## src/sv/tksq_pkg.sv

```systemverilog
// shared types and constants of the two-key sorted priority queue
package tksq_pkg;

    localparam int DEPTH_DEF     = 16;
    localparam int PRIO_BITS_DEF = 16;
    localparam int KEY2_BITS_DEF = 8 + 8;
    localparam int TAG_BITS_DEF  = 8;

    localparam logic MODE_INSERT  = 1'b0;
    localparam logic MODE_EXTRACT = 1'b1;

    typedef enum logic [1:0] {
        ST_OK    = 2'd0,
        ST_FULL  = 2'd1,
        ST_EMPTY = 2'd2
    } t_status;

    // per-cycle command shared by every cell of the chain
    typedef struct packed {
        logic ins;
        logic ext;
    } t_cell_ctrl;

endpackage

```

## src/sv/tksq_if.sv

```systemverilog
// request and response channel interfaces of the sorted priority queue
interface tksq_req_if #(
    parameter int PRIO_W = tksq_pkg::PRIO_BITS_DEF,
    parameter int KEY2_W = tksq_pkg::KEY2_BITS_DEF,
    parameter int TAG_W  = tksq_pkg::TAG_BITS_DEF
);
    logic              valid;
    logic              ready;
    logic              mode;
    logic [PRIO_W-1:0] priority_req;
    logic [KEY2_W-1:0] secondary_key;
    logic [TAG_W-1:0]  tag;

    modport source (output valid, mode, priority_req, secondary_key, tag, input ready);
    modport sink   (input valid, mode, priority_req, secondary_key, tag, output ready);
endinterface

interface tksq_rsp_if #(
    parameter int PRIO_W = tksq_pkg::PRIO_BITS_DEF,
    parameter int KEY2_W = tksq_pkg::KEY2_BITS_DEF,
    parameter int TAG_W  = tksq_pkg::TAG_BITS_DEF,
    parameter int OCC_W  = $clog2(tksq_pkg::DEPTH_DEF + 1)
);
    logic              valid;
    logic              ready;
    logic [1:0]        status;
    logic [PRIO_W-1:0] out_priority;
    logic [KEY2_W-1:0] out_secondary_key;
    logic [TAG_W-1:0]  out_tag;
    logic [OCC_W-1:0]  occupancy;

    modport source (output valid, status, out_priority, out_secondary_key, out_tag,
                    occupancy, input ready);
    modport sink   (input valid, status, out_priority, out_secondary_key, out_tag,
                    occupancy, output ready);
endinterface

```

## src/sv/two_key_sorted_priority_queue.sv

```systemverilog
// top level of the two-key sorted priority queue built from a chain of cells
//
//  channel | dir | handshake           | payload
//  i_req   | in  | i_req.valid/ready   | mode, priority_req, secondary_key, tag
//  o_rsp   | out | o_rsp.valid/ready   | status, out_priority, out_secondary_key,
//          |     |                     | out_tag, occupancy
//
// one request per cycle while i_req.ready is high; its response is registered and shows in the next cycle
// every cell compares against the new entry at once, so the chain shifts in one step
// i_req.ready falls only while a response waits and o_rsp.ready is low
// reset clears the entry count and the response valid; cell contents are not cleared
module two_key_sorted_priority_queue #(
    parameter int DEPTH     = tksq_pkg::DEPTH_DEF,
    parameter int PRIO_BITS = tksq_pkg::PRIO_BITS_DEF,
    parameter int KEY2_BITS = tksq_pkg::KEY2_BITS_DEF,
    parameter int TAG_BITS  = tksq_pkg::TAG_BITS_DEF
) (
    input logic        i_clk,
    input logic        i_rst_n,
    tksq_req_if.sink   i_req,
    tksq_rsp_if.source o_rsp
);
    localparam int ENTRY_W = PRIO_BITS + KEY2_BITS + TAG_BITS;
    localparam int CNT_W   = $clog2(DEPTH + 1);

    logic [CNT_W-1:0]     r_count;
    logic [CNT_W-1:0]     n_count;
    logic                 r_out_valid;
    logic                 n_out_valid;
    tksq_pkg::t_status    r_status;
    tksq_pkg::t_status    n_status;
    logic [PRIO_BITS-1:0] r_out_prio;
    logic [PRIO_BITS-1:0] n_out_prio;
    logic [KEY2_BITS-1:0] r_out_key2;
    logic [KEY2_BITS-1:0] n_out_key2;
    logic [TAG_BITS-1:0]  r_out_tag;
    logic [TAG_BITS-1:0]  n_out_tag;

    logic                 req_acc;
    logic                 full;
    logic                 empty;
    tksq_pkg::t_cell_ctrl ctrl;
    logic [ENTRY_W-1:0]   new_entry;
    logic [ENTRY_W-1:0]   cell_entry [DEPTH];
    logic                 cell_after [DEPTH];
    logic                 cell_valid [DEPTH];

    assign i_req.ready = !r_out_valid || o_rsp.ready;
    assign req_acc     = i_req.valid && i_req.ready;
    assign full        = (r_count == CNT_W'(DEPTH));
    assign empty       = (r_count == '0);
    assign new_entry   = {i_req.priority_req, i_req.secondary_key, i_req.tag};

    always_comb begin
        ctrl.ins = req_acc && (i_req.mode == tksq_pkg::MODE_INSERT) && !full;
        ctrl.ext = req_acc && (i_req.mode == tksq_pkg::MODE_EXTRACT) && !empty;
    end

    for (genvar gi = 0; gi < DEPTH; gi++) begin : g_cell
        logic [ENTRY_W-1:0] left_entry;
        logic               left_after;
        logic [ENTRY_W-1:0] right_entry;

        assign cell_valid[gi] = (CNT_W'(gi) < r_count);

        if (gi == 0) begin : g_head
            assign left_entry = new_entry;
            assign left_after = 1'b0;
        end else begin : g_body
            assign left_entry = cell_entry[gi-1];
            assign left_after = cell_after[gi-1];
        end

        if (gi == DEPTH - 1) begin : g_tail
            assign right_entry = '0;
        end else begin : g_mid
            assign right_entry = cell_entry[gi+1];
        end

        tksq_cell #(
            .PRIO_W (PRIO_BITS),
            .KEY2_W (KEY2_BITS),
            .TAG_W  (TAG_BITS)
        ) u_cell (
            .i_clk         (i_clk),
            .i_ctrl        (ctrl),
            .i_valid       (cell_valid[gi]),
            .i_new_entry   (new_entry),
            .i_left_entry  (left_entry),
            .i_left_after  (left_after),
            .i_right_entry (right_entry),
            .o_entry       (cell_entry[gi]),
            .o_after       (cell_after[gi])
        );
    end

    always_comb begin
        n_count     = r_count;
        n_out_valid = r_out_valid;
        n_status    = r_status;
        n_out_prio  = r_out_prio;
        n_out_key2  = r_out_key2;
        n_out_tag   = r_out_tag;
        if (req_acc) begin
            n_out_valid = 1'b1;
            n_status    = tksq_pkg::ST_OK;
            n_out_prio  = '0;
            n_out_key2  = '0;
            n_out_tag   = '0;
            if (i_req.mode == tksq_pkg::MODE_INSERT) begin
                if (full) begin
                    n_status = tksq_pkg::ST_FULL;
                end else begin
                    n_count = r_count + CNT_W'(1);
                end
            end else begin
                if (empty) begin
                    n_status = tksq_pkg::ST_EMPTY;
                end else begin
                    n_count    = r_count - CNT_W'(1);
                    n_out_prio = cell_entry[0][ENTRY_W-1 -: PRIO_BITS];
                    n_out_key2 = cell_entry[0][TAG_BITS +: KEY2_BITS];
                    n_out_tag  = cell_entry[0][TAG_BITS-1:0];
                end
            end
        end else if (o_rsp.ready) begin
            n_out_valid = 1'b0;
        end
    end

    always_ff @(posedge i_clk) begin
        if (!i_rst_n) begin
            r_count     <= '0;
            r_out_valid <= 1'b0;
        end else begin
            r_count     <= n_count;
            r_out_valid <= n_out_valid;
        end
    end

    always_ff @(posedge i_clk) begin
        r_status   <= n_status;
        r_out_prio <= n_out_prio;
        r_out_key2 <= n_out_key2;
        r_out_tag  <= n_out_tag;
    end

    assign o_rsp.valid             = r_out_valid;
    assign o_rsp.status            = r_status;
    assign o_rsp.out_priority      = r_out_prio;
    assign o_rsp.out_secondary_key = r_out_key2;
    assign o_rsp.out_tag           = r_out_tag;
    assign o_rsp.occupancy         = r_count;

    a_count_bound: assert property (@(posedge i_clk) disable iff (!i_rst_n)
        r_count <= CNT_W'(DEPTH))
        else $error("entry count beyond depth");

    a_full_drop: assert property (@(posedge i_clk) disable iff (!i_rst_n)
        (req_acc && (i_req.mode == tksq_pkg::MODE_INSERT) && full)
        |=> (r_status == tksq_pkg::ST_FULL) && $stable(r_count))
        else $error("insert into full queue not dropped");

    a_extract_head: assert property (@(posedge i_clk) disable iff (!i_rst_n)
        ctrl.ext |=> (r_out_prio == $past(cell_entry[0][ENTRY_W-1 -: PRIO_BITS]))
                     && (r_count == $past(r_count) - CNT_W'(1)))
        else $error("extract did not return the head entry");

    a_ready_stall: assert property (@(posedge i_clk) disable iff (!i_rst_n)
        !i_req.ready |-> r_out_valid)
        else $error("request stalled with no response pending");

    a_ctrl_excl: assert property (@(posedge i_clk) disable iff (!i_rst_n)
        !(ctrl.ins && ctrl.ext))
        else $error("insert and extract in the same cycle");

endmodule

```

## src/sv/tksq_cell.sv

```systemverilog
// one slot of the sorted chain: compares against the new entry and shifts
module tksq_cell #(
    parameter int PRIO_W = tksq_pkg::PRIO_BITS_DEF,
    parameter int KEY2_W = tksq_pkg::KEY2_BITS_DEF,
    parameter int TAG_W  = tksq_pkg::TAG_BITS_DEF
) (
    input  logic                            i_clk,
    input  tksq_pkg::t_cell_ctrl            i_ctrl,
    input  logic                            i_valid,
    input  logic [PRIO_W+KEY2_W+TAG_W-1:0]  i_new_entry,
    input  logic [PRIO_W+KEY2_W+TAG_W-1:0]  i_left_entry,
    input  logic                            i_left_after,
    input  logic [PRIO_W+KEY2_W+TAG_W-1:0]  i_right_entry,
    output logic [PRIO_W+KEY2_W+TAG_W-1:0]  o_entry,
    output logic                            o_after
);
    localparam int ENTRY_W = PRIO_W + KEY2_W + TAG_W;

    logic [ENTRY_W-1:0] r_entry;
    logic [ENTRY_W-1:0] n_entry;
    logic [PRIO_W-1:0]  my_prio;
    logic [PRIO_W-1:0]  new_prio;
    logic [KEY2_W-1:0]  my_key2;
    logic [KEY2_W-1:0]  new_key2;

    assign my_prio  = r_entry[ENTRY_W-1 -: PRIO_W];
    assign new_prio = i_new_entry[ENTRY_W-1 -: PRIO_W];
    assign my_key2  = r_entry[TAG_W +: KEY2_W];
    assign new_key2 = i_new_entry[TAG_W +: KEY2_W];

    // empty slots sort behind everything, equal keys stay ahead of the newcomer
    always_comb begin
        o_after = !i_valid || (my_prio > new_prio)
                  || ((my_prio == new_prio) && (my_key2 > new_key2));
    end

    always_comb begin
        n_entry = r_entry;
        priority if (i_ctrl.ext) begin
            n_entry = i_right_entry;
        end else if (i_ctrl.ins && o_after) begin
            n_entry = i_left_after ? i_left_entry : i_new_entry;
        end
    end

    always_ff @(posedge i_clk) begin
        if (i_ctrl.ins || i_ctrl.ext) begin
            r_entry <= n_entry;
        end
    end

    assign o_entry = r_entry;

endmodule

```

## src/flat_wrapper.sv

```systemverilog
// flat-port wrapper written by rule: the top's interface ports become plain ports
module two_key_sorted_priority_queue_flat 
#(
    parameter int DEPTH     = tksq_pkg::DEPTH_DEF,
    parameter int PRIO_BITS = tksq_pkg::PRIO_BITS_DEF,
    parameter int KEY2_BITS = tksq_pkg::KEY2_BITS_DEF,
    parameter int TAG_BITS  = tksq_pkg::TAG_BITS_DEF
)
  (i_clk, i_rst_n, i_req_valid, i_req_mode, i_req_priority_req, i_req_secondary_key, i_req_tag, i_req_ready, o_rsp_valid, o_rsp_status, o_rsp_out_priority, o_rsp_out_secondary_key, o_rsp_out_tag, o_rsp_occupancy, o_rsp_ready);
  tksq_req_if i_req_i ();
  tksq_rsp_if o_rsp_i ();
  input logic i_clk;
  input logic i_rst_n;
  input wire logic [$bits(i_req_i.valid)-1:0] i_req_valid;
  input wire logic [$bits(i_req_i.mode)-1:0] i_req_mode;
  input wire logic [$bits(i_req_i.priority_req)-1:0] i_req_priority_req;
  input wire logic [$bits(i_req_i.secondary_key)-1:0] i_req_secondary_key;
  input wire logic [$bits(i_req_i.tag)-1:0] i_req_tag;
  output wire logic [$bits(i_req_i.ready)-1:0] i_req_ready;
  output wire logic [$bits(o_rsp_i.valid)-1:0] o_rsp_valid;
  output wire logic [$bits(o_rsp_i.status)-1:0] o_rsp_status;
  output wire logic [$bits(o_rsp_i.out_priority)-1:0] o_rsp_out_priority;
  output wire logic [$bits(o_rsp_i.out_secondary_key)-1:0] o_rsp_out_secondary_key;
  output wire logic [$bits(o_rsp_i.out_tag)-1:0] o_rsp_out_tag;
  output wire logic [$bits(o_rsp_i.occupancy)-1:0] o_rsp_occupancy;
  input wire logic [$bits(o_rsp_i.ready)-1:0] o_rsp_ready;
  assign i_req_i.valid = i_req_valid;
  assign i_req_i.mode = i_req_mode;
  assign i_req_i.priority_req = i_req_priority_req;
  assign i_req_i.secondary_key = i_req_secondary_key;
  assign i_req_i.tag = i_req_tag;
  assign i_req_ready = i_req_i.ready;
  assign o_rsp_valid = o_rsp_i.valid;
  assign o_rsp_status = o_rsp_i.status;
  assign o_rsp_out_priority = o_rsp_i.out_priority;
  assign o_rsp_out_secondary_key = o_rsp_i.out_secondary_key;
  assign o_rsp_out_tag = o_rsp_i.out_tag;
  assign o_rsp_occupancy = o_rsp_i.occupancy;
  assign o_rsp_i.ready = o_rsp_ready;
  two_key_sorted_priority_queue #(.DEPTH(DEPTH), .PRIO_BITS(PRIO_BITS), .KEY2_BITS(KEY2_BITS), .TAG_BITS(TAG_BITS)) u_core (.i_clk(i_clk), .i_rst_n(i_rst_n), .i_req(i_req_i), .o_rsp(o_rsp_i));
endmodule
```

## config.mk

```make
export PLATFORM = sky130hd
export DESIGN_NAME = two_key_sorted_priority_queue_flat
export DESIGN_NICKNAME = d
export VERILOG_FILES = /design/src/sv/tksq_pkg.sv /design/src/sv/tksq_if.sv /design/src/sv/two_key_sorted_priority_queue.sv /design/src/sv/tksq_cell.sv /design/src/flat_wrapper.sv
export SDC_FILE = /design/constraint.sdc
export NUM_CORES = 2
export LEC_CHECK = 0
export BUFFER_PORTS_ARGS = -buffer_cell sky130_fd_sc_hd__buf_2
export CAP_MARGIN = 20
export CORE_AREA = 10 10 340 507
export CTS_BUF_LIST = sky130_fd_sc_hd__clkbuf_2 sky130_fd_sc_hd__clkbuf_4 sky130_fd_sc_hd__clkbuf_8
export DETAILED_ROUTE_END_ITERATION = 7
export DIE_AREA = 0 0 350 517
export PLACE_DENSITY_LB_ADDON = 0.08
export SLEW_MARGIN = 40
export SYNTH_ARGS = -nofsm -noshare
export SYNTH_HDL_FRONTEND = slang
export SYNTH_SLANG_ARGS = --single-unit
```

## constraint.sdc

```tcl
create_clock -name i_clk -period 5.9 [get_ports i_clk]
set_clock_uncertainty 0.1 [all_clocks]
set_input_delay 0 -clock i_clk [delete_from_list [all_inputs] [get_ports i_clk]]
set_output_delay 0 -clock i_clk [all_outputs]
set_load 0.02 [all_outputs]
```

==> impl_metrics.env <==
export IMPL_status="finished, final reports clean"
export IMPL_layout_cells_non_filler=6975
export IMPL_synth_common_cells="edfxtp_1 (682), ha_1 (516), nand2_1 (441)"
export IMPL_ant_nets=0
export IMPL_wl_per_cell_um=33.6
export IMPL_slew_headroom=0.387
export IMPL_peakVddDrop_mv=0.309
export IMPL_hold_viol=0
export IMPL_cts_resized=0
export IMPL_ff2ff_path_depth=8
export IMPL_ys_seq_area_frac=0.423
export IMPL_synth_area_leaders="edfxtp_1 (42%), ha_1 (13%), o31a_1 (5.5%)"
export IMPL_wirelength_um=234000
export IMPL_nNetsFinal=5323
export IMPL_met1_length_um=78400
export IMPL_numCtsBuffers=135
export IMPL_globalplace_congestion=0.879
export IMPL_hold_depth=3
export IMPL_synthArstFlopShare=0
export IMPL_wl_met2_um=128000
export IMPL_layout_drive_gt1_share=0.108
export IMPL_fp_dieH_um=517
export IMPL_h_tree_depth=4
export IMPL_ys_ff_latch=688
export IMPL_critPathLaunchType="input port"
export IMPL_leakage_nw=21.9
export IMPL_critPathCaptureType="register"
export IMPL_viasPerCell=5.86
export IMPL_fmax_mhz=229
export IMPL_start_util=0.298
export IMPL_synth_area_per_cell_um2=10.3
export IMPL_syn_inst=4709
export IMPL_synth_top_area_cell="edfxtp_1"
export IMPL_num_vias=40907
export IMPL_period_needed_ns=4.37
export IMPL_dieArea_um2=181000
export IMPL_critPathMaxFanout=22
export IMPL_drv_slew=0
export IMPL_synth_top_area_frac=0.421
export IMPL_post_route_period_util=0.740
export IMPL_syn_area_um2=48700
export IMPL_top_layer="met4"
export IMPL_initialDrtViolationCount=2861
export IMPL_path_class="in -> reg"
export IMPL_fin_tns_setup_ns=0
export IMPL_hold_path_class="in -> reg"
export IMPL_place_hpwl_um=174000
export IMPL_insertion_delay_ns=0.91
export IMPL_rows=182
export IMPL_clock_path_buffers=3
export IMPL_grt_max_degree=185
export IMPL_p_per_area_nw_per_um2=383
export IMPL_antenna_found_initial=7
export IMPL_cap_violations=0
export IMPL_synth_flop_cell="edfxtp_1"
export IMPL_overflow=0
export IMPL_num_io_pins=94
export IMPL_fillCellCount=16701
export IMPL_cts_tree="yes"
export IMPL_grt_pass1_wl_um=328000
export IMPL_synth_most_common_cell="edfxtp_1"
export IMPL_arrival_ns=4.86
export IMPL_yosysWarnings=0
export IMPL_grt_pass1_vias=43273
export IMPL_worstPathRequired_ns=6.39
export IMPL_die_w_um=350
export IMPL_synth_nets=5270
export IMPL_io_buffers=93
export IMPL_area_growth_pct=13.0
export IMPL_synth_edff_count=682
export IMPL_rsz0062_at_grt="no"
export IMPL_core_um2=163000
export IMPL_synth_cell_types=62
export IMPL_first_pass_iters=5
export IMPL_gr_usage_all_layers=0.253
export IMPL_wl_met3_um=6980
export IMPL_worst_slew_pin_slew_ns=0.911
export IMPL_cts_root_buf="clkbuf_8"
export IMPL_cts_clk_slew_worst_paths_ns=0.06
export IMPL_clock_sinks=688
export IMPL_dp_cells=6689
export IMPL_drc_errors=0
export IMPL_setup_viol=0
==> path summary, 6_finish.rpt <==
kind / from / endpoint / slack [ns]
setup / recovery: i_req_secondary_key[7] / u_core.g_cell[9].u_cell.o_entry[36] / 1.53
hold / removal: i_req_secondary_key[8] / u_core.g_cell[4].u_cell.o_entry[16] / 0.08
setup reg to reg: u_core.g_cell[9].u_cell.o_entry[16] / u_core.g_cell[9].u_cell.o_entry[36] / 1.59
hold reg to reg: u_core.g_cell[1].u_cell.o_entry[5] / u_core.g_cell[0].u_cell.o_entry[5] / 0.46
==> kinds of logic after synthesis <==
family / after synthesis / synth area share
simple gates: 1553 / 0.174
xor+xnor: 5 / 0.000899
mux: 47 / 0.00982
flops: 688 / 0.423
compound gates: 1426 / 0.222
fa+ha+maj: 516 / 0.133
buf+inv: 474 / 0.0381
==> final cells by class <==
class	instances	area [um^2]	area share
Clock buffer	183	2260	0.0411
Inverter	91	342	0.00621
Sequential cell	688	20600	0.374
Tap cell	2116	2650	0.0481
Clock inverter	47	277	0.00502
Timing Repair Buffer	299	2380	0.0432
Antenna cell	4	10.0	0.000182
Multi-Input combinational cell	3547	26500	0.482
==> through the flow <==
stage          setup slack [ns]  area, um^2   util  hold slack [ns]  total power [mW]
5_1_grt                    1.49       55000  0.337           0.0581              22.1
6_report                   1.53       55000  0.337           0.0815              21.1
3_5_place_dp               1.26       51900  0.318            0.168              16.1
2_1_floorplan             0.483       48700      -           0.0217              12.5
3_3_place_gp              0.488       51800  0.317            0.166              15.9
4_1_cts                    1.63       54900  0.336         0.000227              21.2
==> worst max-delay path, cell delays in order <==
cell and delay (ns):
dlygate4sd3_1 0.53, buf_2 0.27, inv_1 0.43, buf_4 0.33, ha_1 0.33, nand4_1 0.22
or4_1 0.56, a21oi_1 0.74, o32ai_4 0.33, nand2_1 0.16, nand2_2 0.43, buf_4 0.45
==> placed cells by master, fill, tap and decap left out, types with 26 or more instances in the layout <==
cell / netlist / final
buf_2: 37 / 93
o21ai_0: 51 / 50
a21boi_0: 307 / 302
nand2_1: 441 / 427
ha_1: 516 / 516
edfxtp_1: 682 / 682
a21oi_1: 171 / 169
nor2b_1: 30 / 30
and3_1: 345 / 345
clkinv_1: 0 / 26
o31a_1: 307 / 306
nand2b_1: 314 / 314
buf_4: 0 / 134
nand4_1: 195 / 195
o211ai_1: 311 / 311
clkbuf_8: 0 / 142
a21o_1: 126 / 121
mux2i_1: 41 / 41
nor2_1: 38 / 36
and2_1: 46 / 45
nand3_1: 71 / 71
a221o_1: 41 / 41
clkbuf_4: 0 / 41
inv_1: 91 / 85
dlygate4sd3_1: 0 / 49
==> layer usage <==
metal  track usage  vias to the layer above
li1              -                    18431
met1         0.241                    20721
met2         0.489                     1178
met3        0.0267                      577
met4         0.199                        0
met5             0                        -
==> what timing repair did <==
| action | in CTS | in global routing |
|---|---|---|
| setup buffers | 0 | 0 |
| hold endpoints to repair | 561 | 0 |
| hold buffers | 49 | 0 |
==> flip-flops by register name, indices dropped and copies added, names as in the netlist <==
signal                          cells
u_core.o_rsp.out_priority          16
u_core.o_rsp.valid                  1
u_core.o_rsp.status                 2
u_core.g_cell.u_cell.o_entry      640
u_core.o_rsp.occupancy              5
u_core.o_rsp.out_secondary_key     16
u_core.o_rsp.out_tag                8
==> where the power goes <==
part           internal (mW)  switching, mW
clock network           2.56           2.44
logic                   2.82           4.90
registers               7.06           1.31
total                   12.4           8.65
Power figures use the tool's default switching activity.
